`src/ffpa_pkg.sv`:
```
`timescale 1ns / 1ps
`default_nettype none

package ffpa_pkg;

    // pool geometry; POOL_UNITS must be a multiple of SCAN_CHUNK
    localparam int POOL_UNITS  = 128;
    localparam int UNIT_W      = $clog2(POOL_UNITS);
    localparam int RUN_W       = $clog2(POOL_UNITS + 1);
    localparam int SPAN_W      = UNIT_W + 2;
    localparam int LEN_W       = 8;
    localparam int SCAN_CHUNK  = 8;
    localparam int NUM_CHUNKS  = POOL_UNITS / SCAN_CHUNK;
    localparam int CHUNK_IDX_W = (NUM_CHUNKS > 1) ? $clog2(NUM_CHUNKS) : 1;

    // operation codes
    localparam logic OP_REQUEST = 1'b0;
    localparam logic OP_RELEASE = 1'b1;

    // status codes
    localparam logic ST_OK  = 1'b0;
    localparam logic ST_ERR = 1'b1;

    typedef struct packed {
        logic       operation;
        logic [7:0] request_size;
        logic [6:0] release_start;
    } in_t;

    typedef struct packed {
        logic       status;
        logic [6:0] granted_start;
    } out_t;

    typedef enum logic [2:0] {
        S_IDLE,
        S_SCAN,
        S_MARK,
        S_REL,
        S_DONE
    } state_t;

    // controller to datapath
    typedef struct packed {
        logic load;
        logic scan;
        logic mark;
        logic free;
        logic fail;
        logic out_load;
    } dp_cmd_t;

    // datapath to controller
    typedef struct packed {
        logic size_bad;
        logic found;
        logic last_chunk;
        logic rel_ok;
    } dp_sts_t;

endpackage

`default_nettype wire

```
`src/ffpa_ctrl.sv`:
```
`timescale 1ns / 1ps
`default_nettype none

module ffpa_ctrl
    import ffpa_pkg::*;
(
    input  wire logic    clk,
    input  wire logic    rst_n,
    input  wire logic    in_valid,
    input  wire logic    in_operation,
    output logic         in_ready,
    output logic         out_valid,
    input  wire logic    out_ready,
    input  wire dp_sts_t sts,
    output dp_cmd_t      cmd
);

    state_t state_reg;
    state_t state_next;
    logic   out_valid_reg;
    logic   out_valid_next;

    // state and output valid registers
    always_ff @(posedge clk or negedge rst_n)
    begin
        if (!rst_n)
        begin
            state_reg     <= S_IDLE;
            out_valid_reg <= 1'b0;
        end
        else
        begin
            state_reg     <= state_next;
            out_valid_reg <= out_valid_next;
        end
    end

    // next state and commands
    always_comb
    begin
        state_next = state_reg;
        cmd        = '0;
        in_ready   = 1'b0;
        case (state_reg)
            S_IDLE:
            begin
                in_ready = 1'b1;
                if (in_valid)
                begin
                    cmd.load = 1'b1;
                    if (in_operation == OP_RELEASE)
                        state_next = S_REL;
                    else
                        state_next = S_SCAN;
                end
            end
            S_SCAN:
            begin
                if (sts.size_bad)
                begin
                    cmd.fail   = 1'b1;
                    state_next = S_DONE;
                end
                else
                begin
                    cmd.scan = 1'b1;
                    if (sts.found)
                        state_next = S_MARK;
                    else if (sts.last_chunk)
                    begin
                        cmd.fail   = 1'b1;
                        state_next = S_DONE;
                    end
                end
            end
            S_MARK:
            begin
                cmd.mark   = 1'b1;
                state_next = S_DONE;
            end
            S_REL:
            begin
                if (sts.rel_ok)
                    cmd.free = 1'b1;
                else
                    cmd.fail = 1'b1;
                state_next = S_DONE;
            end
            S_DONE:
            begin
                if (!out_valid_reg || out_ready)
                begin
                    cmd.out_load = 1'b1;
                    state_next   = S_IDLE;
                end
            end
            default:
            begin
                state_next = S_IDLE;
            end
        endcase
    end

    // output valid holds until taken
    always_comb
    begin
        out_valid_next = cmd.out_load | (out_valid_reg & ~out_ready);
    end

    assign out_valid = out_valid_reg;

endmodule

`default_nettype wire

```
`src/ffpa_dp.sv`:
```
`timescale 1ns / 1ps
`default_nettype none

module ffpa_dp
    import ffpa_pkg::*;
(
    input  wire logic    clk,
    input  wire logic    rst_n,
    input  wire in_t     in_item,
    input  wire dp_cmd_t cmd,
    output dp_sts_t      sts,
    output out_t         out_item
);

    in_t                    item_reg;
    logic [POOL_UNITS-1:0]  busy_reg;
    logic [POOL_UNITS-1:0]  busy_next;
    logic [CHUNK_IDX_W-1:0] chunk_reg;
    logic [RUN_W-1:0]       run_reg;
    logic [UNIT_W-1:0]      start_reg;
    logic                   res_err_reg;
    logic [6:0]             res_start_reg;
    out_t                   out_item_reg;

    // run length table with per-entry valid bits
    logic [LEN_W-1:0]       len_mem [POOL_UNITS];
    logic [POOL_UNITS-1:0]  len_vld_reg;
    logic [LEN_W-1:0]       rd_len_reg;
    logic                   rd_vld_reg;

    logic [SCAN_CHUNK-1:0]  chunk_bits;
    logic [RUN_W-1:0]       run_v;
    logic [RUN_W-1:0]       size_run;
    logic                   found_v;
    logic [UNIT_W-1:0]      start_v;
    logic [UNIT_W-1:0]      rel_idx;
    logic [UNIT_W-1:0]      span_lo;
    logic [SPAN_W-1:0]      span_hi;
    logic [POOL_UNITS-1:0]  span_mask;

    assign rel_idx  = UNIT_W'(item_reg.release_start);
    assign size_run = RUN_W'(item_reg.request_size);

    // status toward the controller
    always_comb
    begin
        sts.size_bad   = (item_reg.request_size == '0) ||
                         (int'(item_reg.request_size) > POOL_UNITS);
        sts.found      = found_v;
        sts.last_chunk = (int'(chunk_reg) == NUM_CHUNKS - 1);
        sts.rel_ok     = (int'(item_reg.release_start) < POOL_UNITS) &&
                         rd_vld_reg && (rd_len_reg != '0);
    end

    // first-fit scan over one group of units
    always_comb
    begin
        chunk_bits = busy_reg[int'(chunk_reg) * SCAN_CHUNK +: SCAN_CHUNK];
        run_v      = run_reg;
        found_v    = 1'b0;
        start_v    = '0;
        for (int j = 0; j < SCAN_CHUNK; j++)
        begin
            if (chunk_bits[j])
                run_v = '0;
            else
            begin
                run_v = run_v + RUN_W'(1);
                if (!found_v && run_v == size_run)
                begin
                    found_v = 1'b1;
                    start_v = UNIT_W'(SPAN_W'(int'(chunk_reg) * SCAN_CHUNK + j + 1)
                                      - SPAN_W'(item_reg.request_size));
                end
            end
        end
    end

    // span of units touched by a grant or a release
    always_comb
    begin
        if (cmd.mark)
        begin
            span_lo = start_reg;
            span_hi = SPAN_W'(start_reg) + SPAN_W'(item_reg.request_size);
        end
        else
        begin
            span_lo = rel_idx;
            span_hi = SPAN_W'(rel_idx) + SPAN_W'(rd_len_reg);
        end
        for (int i = 0; i < POOL_UNITS; i++)
            span_mask[i] = (SPAN_W'(i) >= SPAN_W'(span_lo)) && (SPAN_W'(i) < span_hi);
    end

    // bitmap update
    always_comb
    begin
        busy_next = busy_reg;
        if (cmd.mark)
            busy_next = busy_reg | span_mask;
        else if (cmd.free)
            busy_next = busy_reg & ~span_mask;
    end

    // control registers: bitmap, valid bits, scan position
    always_ff @(posedge clk or negedge rst_n)
    begin
        if (!rst_n)
        begin
            busy_reg    <= '0;
            len_vld_reg <= '0;
            chunk_reg   <= '0;
            run_reg     <= '0;
        end
        else
        begin
            busy_reg <= busy_next;
            if (cmd.mark)
                len_vld_reg[start_reg] <= 1'b1;
            else if (cmd.free)
                len_vld_reg[rel_idx] <= 1'b0;
            if (cmd.load)
            begin
                chunk_reg <= '0;
                run_reg   <= '0;
            end
            else if (cmd.scan)
            begin
                chunk_reg <= chunk_reg + CHUNK_IDX_W'(1);
                run_reg   <= run_v;
            end
        end
    end

    // length table write and registered read
    always_ff @(posedge clk)
    begin
        if (cmd.mark)
            len_mem[start_reg] <= item_reg.request_size;
        if (cmd.load)
        begin
            rd_len_reg <= len_mem[UNIT_W'(in_item.release_start)];
            rd_vld_reg <= len_vld_reg[UNIT_W'(in_item.release_start)];
        end
    end

    // item, result and output payload registers
    always_ff @(posedge clk)
    begin
        if (cmd.load)
            item_reg <= in_item;
        if (cmd.scan && found_v)
            start_reg <= start_v;
        if (cmd.mark)
        begin
            res_err_reg   <= ST_OK;
            res_start_reg <= 7'(start_reg);
        end
        else if (cmd.free)
        begin
            res_err_reg   <= ST_OK;
            res_start_reg <= '0;
        end
        else if (cmd.fail)
        begin
            res_err_reg   <= ST_ERR;
            res_start_reg <= '0;
        end
        if (cmd.out_load)
        begin
            out_item_reg.status        <= res_err_reg;
            out_item_reg.granted_start <= res_start_reg;
        end
    end

    assign out_item = out_item_reg;

endmodule

`default_nettype wire

```
`src/first_fit_pool_allocator.sv`:
```
// First-fit pool allocator over 128 equal units.
// Input channel (in_valid/in_ready/in_item): operation 0 requests a run of
// request_size contiguous units, operation 1 releases the run that starts at
// release_start. Output channel (out_valid/out_ready/out_item): one item per
// input item with status (0 ok, 1 error) and granted_start (0 unless a
// request succeeded).
// After acceptance, a release passes through S_REL, and a request through
// S_SCAN, where the first-fit scan walks the 8-unit groups in order (1 to 16)
// and fails without scanning on a bad size, or after the last group if no run
// fits; a request that fits then passes through S_MARK. Every item ends in
// S_DONE, from which out_valid is registered. The scan unit checks 8 units of
// the occupancy bitmap per cycle.
// One item is in flight at a time; in_ready is high whenever the block is
// idle, even while the previous result still sits in the output register.
// If the receiver stalls, a finished result waits until the output register
// frees up, and no further item is taken meanwhile.
// Reset (rst_n low, asynchronous) frees all units and marks every length
// table entry empty at once; no clearing pass is needed.
`timescale 1ns / 1ps
`default_nettype none

module first_fit_pool_allocator
    import ffpa_pkg::*;
(
    input  wire logic clk,
    input  wire logic rst_n,
    input  wire logic in_valid,
    output logic      in_ready,
    input  wire in_t  in_item,
    output logic      out_valid,
    input  wire logic out_ready,
    output out_t      out_item
);

    dp_cmd_t cmd;
    dp_sts_t sts;

    // sequencing
    ffpa_ctrl u_ctrl (
        .clk          (clk),
        .rst_n        (rst_n),
        .in_valid     (in_valid),
        .in_operation (in_item.operation),
        .in_ready     (in_ready),
        .out_valid    (out_valid),
        .out_ready    (out_ready),
        .sts          (sts),
        .cmd          (cmd)
    );

    // bitmap, scan unit and length table
    ffpa_dp u_dp (
        .clk      (clk),
        .rst_n    (rst_n),
        .in_item  (in_item),
        .cmd      (cmd),
        .sts      (sts),
        .out_item (out_item)
    );

endmodule

`default_nettype wire

```
`config.mk`:
```
export PLATFORM = sky130hd
export DESIGN_NAME = first_fit_pool_allocator
export DESIGN_NICKNAME = d
export VERILOG_FILES = /design/src/ffpa_pkg.sv /design/src/ffpa_ctrl.sv /design/src/ffpa_dp.sv /design/src/first_fit_pool_allocator.sv
export SDC_FILE = /design/constraint.sdc
export NUM_CORES = 2
export LEC_CHECK = 0
export BUFFER_PORTS_ARGS = -buffer_cell sky130_fd_sc_hd__buf_2
export CAP_MARGIN = 5
export CORE_MARGIN = 2
export CORE_UTILIZATION = 65
export CTS_BUF_LIST = sky130_fd_sc_hd__clkbuf_8
export DETAILED_ROUTE_END_ITERATION = 8
export MAX_ROUTING_LAYER = met4
export PLACE_DENSITY = 0.81
export SKIP_CTS_REPAIR_TIMING = 1
export SLEW_MARGIN = 20
export SYNTH_ARGS = -nofsm -noshare
export SYNTH_HDL_FRONTEND = slang
export SYNTH_HIERARCHICAL = 1
export SYNTH_SLANG_ARGS = --single-unit
```
`constraint.sdc`:
```
create_clock -name clk -period 9.1 [get_ports clk]
set_clock_uncertainty 0.15 [all_clocks]
set_input_delay 0.91 -clock clk [delete_from_list [all_inputs] [get_ports clk]]
set_output_delay 0.91 -clock clk [all_outputs]
set_load 0.03 [all_outputs]
```
==> results.py <==
metrics = {
    "detailed_routing": {
        "drt.antenna.violating_nets": 0,
        "drt_first_pass_iters": 6,
        "avgViaCountPerCell": 7.128,
        "routed_wl_microns": 170000,
        "dr_total_vias": 38470,
        "drc_errors": 0,
        "drtIter0Drc": 5962,
        "wl_per_cell_microns": 31.51,
    },
    "critical_path": {
        "cp_max_fo": 14,
        "cp.depth": 30,
        "worstSetupEndpointType": "register",
        "worstSetupEndpoint": "u_dp/res_start_reg[4]",
        "critPathKind": "register to register",
        "cp_num_buf_inv": 1,
        "cp.required_ns": 9.54,
        "cp_common_cell": "ha_1",
        "reg2regPathDepth": 30,
        "cp_slowest_cell": "dfrtp_4",
        "critical-path-top-delay-family": "simple AND/OR/NAND/NOR gates",
        "regToRegEndpoint": "u_dp/res_start_reg[4]",
        "reg2reg_slack_ns": 0.47,
        "crit_arrival_ns": 9.07,
        "cp_slowest_stage_delay_ns": 0.56,
        "r2r_start": "u_dp/chunk_reg[0]",
        "crit_path_start": "u_dp/chunk_reg[0]",
        "cp-start-kind": "register",
    },
    "power": {
        "power.internal_w": 0.01181,
        "vdd_drop_max_uv": 276.5,
        "p_leak_nw": 22.56,
        "swShare_pct": 37.09,
        "seqPwrFrac_pct": 40.0,
        "clkPwrFrac_pct": 25.2,
        "switching_power_w": 0.006965,
        "power_density_nw_per_um2": 284.4,
        "comb_power_share_pct": 34.7,
        "total_power_w": 0.01878,
    },
    "synth": {
        "synth_edf_count": 1070,
        "synth_top_area_cell": "edfxtp_1",
        "syn_inst": 3889,
        "synth_area_sq_um": 60510,
        "synthArstFlopShare_pct": 20.25,
        "synth.area.top_cells": "edfxtp_1 (53%), mux4_2 (15%), dfrtp_1 (11%)",
        "synth_area_per_cell_sq_um": 15.56,
        "synth_top_area_share_pct": 53.10,
        "ys_seq_area_share_pct": 64.38,
        "ys_types": 115,
        "synth_flop_cell": "edfxtp_1",
        "ys_warn_count": 6,
        "synth_fp_nets": 3952,
        "ys_ff_latch": 1343,
    },
    "floorplanning": {
        "io_pins": 30,
        "rows": 111,
        "core_sq_um": 91940,
        "start_util_pct": 65.81,
        "dieWidth_microns": 309.1,
        "die_area_sq_um": 95550,
        "die_h_microns": 309.1,
    },
    "timing": {
        "max_freq_ghz": 0.1159,
        "slew_headroom_pct": 13.12,
        "finalSetupTns_ns": 0,
        "rsz0062_at_grt": "false",
        "setup_violations": 0,
        "fin_crit_sh_pct": 94.82,
        "tightestPinTransition_ns": 1.303,
        "fin_crit_ns": 8.628,
        "finalMaxSlewViolations": 0,
        "finalHoldViolations": 0,
    },
    "grt": {
        "grt.met2_usage_pct": 55.73,
        "grt_max_degree": 146,
        "met1_usage_pct": 50.30,
        "grtUsageTotal_pct": 37.81,
        "busiest_layer": "met2",
        "grt_use_met3_pct": 10.94,
        "grt_pass1_vias": 38090,
        "grt_antenna_before_repair": 13,
        "grt-ovfl-total": 0,
        "grt_pass1_wl_microns": 251500,
    },
    "outcome": {
        "outcome": "complete, no violations",
    },
    "clocking": {
        "clk_path_buf_depth": 3,
        "insertion_delay_ns": 0.90,
        "cts_tree": "built",
        "numCtsBuffers": 202,
        "cts_htree_levels": 4,
        "cts_root_buf": "clkbuf_8",
        "clkTransAtPathRegs_ns": 0.06,
        "cts_sinks": 1343,
    },
    "finish": {
        "layout.nets": 4036,
        "area_growth_syn_to_layout_pct": 9.111,
        "layout-drive-gt1-share_pct": 21.62,
        "largest_reg_flops": 1024,
        "fin_cells": 5396,
        "fillers": 5571,
    },
    "job": {
        "maxCapViolCount": 0,
    },
    "placed_design": {
        "post-place-cells": 5011,
        "port_buffers": 29,
        "hpwl_microns": 110100,
        "gp_congestion": 1.043,
    },
    "min_path": {
        "min-delay-path-class": "input pin to register",
    },
}
synth_stat cells (all sizes together), types with 20 or more instances:
cell	number
a211oi	27
buf	60
o22a	44
nand2b	26
mux2	34
dfrtp	272
ha	38
nor2	351
nand3	55
a22o	33
a21oi	204
inv	37
and2	24
clkbuf	169
nor4	20
edfxtp	1070
nor2b	29
nand2	288
nor3	69
o21ai	187
xor2	24
o211ai	27
xnor2	72
mux4	412
per-layer routing:
| metal | routed length (microns) | part of all wire, % | vias to the layer above |
|---|---|---|---|
| li1 | - | - | 15640 |
| met1 | 61210 | 36 | 19380 |
| met2 | 79030 | 46 | 2894 |
| met3 | 21940 | 13 | 552 |
| met4 | 7851 | 4.6 | 0 |
| met5 | 0 | 0 | - |
cells by family (layout without fill, tap and decap cells):
logic type      after synthesis  after routing  synth area share (%)
fa+ha+maj                    43             43                0.9512
compound gates              721            721                 8.003
buf+inv                     272            527                 1.770
mux                         456            456                 16.13
flops                      1343           1343                 64.38
other cells                   0              9                     0
simple gates                957            957                 7.277
xor+xnor                     97             97                 1.483
placed cells by master, fill, tap and decap left out, types with 12 or more instances in the layout:
cell type  netlist  final
a221oi_1        12     12
a211oi_1        25     24
o31ai_1         17     17
nor2b_1         28     28
o211ai_1        26     26
and2_1          22     22
mux4_2         412    412
inv_1           36    110
a21o_1          16     16
nand3_1         55     55
clkinv_1         6     48
nor2_1         349    341
a21oi_1        204    202
mux2_2          34     34
ha_1            38     37
nand2b_1        25     24
o21a_1          12     12
nor4_1          19     16
xnor2_1         70     70
nand2_1        288    288
o21ai_0        179    179
buf_2            9     24
xor2_1          23     23
o221ai_1        18     18
nand4_1         16     16
clkbuf_8         0    213
clkinv_2         0     18
o22a_1          43     43
edfxtp_1      1070   1070
and3_1          18     18
nor3_1          67     61
buf_4            6     78
a22o_1          33     33
dfrtp_1        272    270
how the worst min path moves through the flow:
stage	start	to	slack, ns	depth (start not counted)
finish	in_item[10]	u_dp/size_run[3]	0.07	1
global route	in_item[14]	u_dp/size_run[7]	0.009	1
CTS	rst_n	u_dp/len_vld_reg[12]	-0.13	1
detailed placement	u_dp/res_start_reg[3]	u_dp/out_item[3]	0.25	0
global placement	u_dp/res_start_reg[3]	u_dp/out_item[3]	0.26	0
floorplan	u_dp/res_start_reg[0]	u_dp/out_item[0]	0.25	0
area by class of cell:
cell class,count,area (sq um),area share [%]
tap,1243,1555,2.356
antenna,9,22.52,0.03411
multi-input combinational,2274,20600,31.20
clock buffer,213,2932,4.440
timing repair buffer,109,820.8,1.243
clock inverter,162,964.7,1.461
inverter,43,165.2,0.2502
sequential,1343,38960,59.02
power by group through the flow:
| stage | clock, W | combinational, W | sequential (W) |
|---|---|---|---|
| finish | 0.00474 | 0.00652 | 0.00752 |
| global route | 0.00506 | 0.00692 | 0.00754 |
| CTS | 0.00480 | 0.00630 | 0.00750 |
| detailed placement | 0 | 0.00627 | 0.00762 |
| global placement | 0 | 0.00622 | 0.00760 |
| floorplan | 0 | 0.00426 | 0.00767 |
per-stage QoR:
stage | hold WS, ns | setup WS [ns] | util, % | cell area [sq um]
after detailed placement | 0.2545 | 0.3711 | 67.47 | 62040
after CTS | -0.1256 | 0.3742 | 71.71 | 65930
after floorplan | 0.2503 | 1.210 | - | 60510
final | 0.06593 | 0.4715 | 71.81 | 66020
after global routing | 0.008668 | 0.06273 | 71.81 | 66020
after global placement | 0.2604 | 0.5575 | 67.47 | 62040
(Power assumes the default switching activity.)
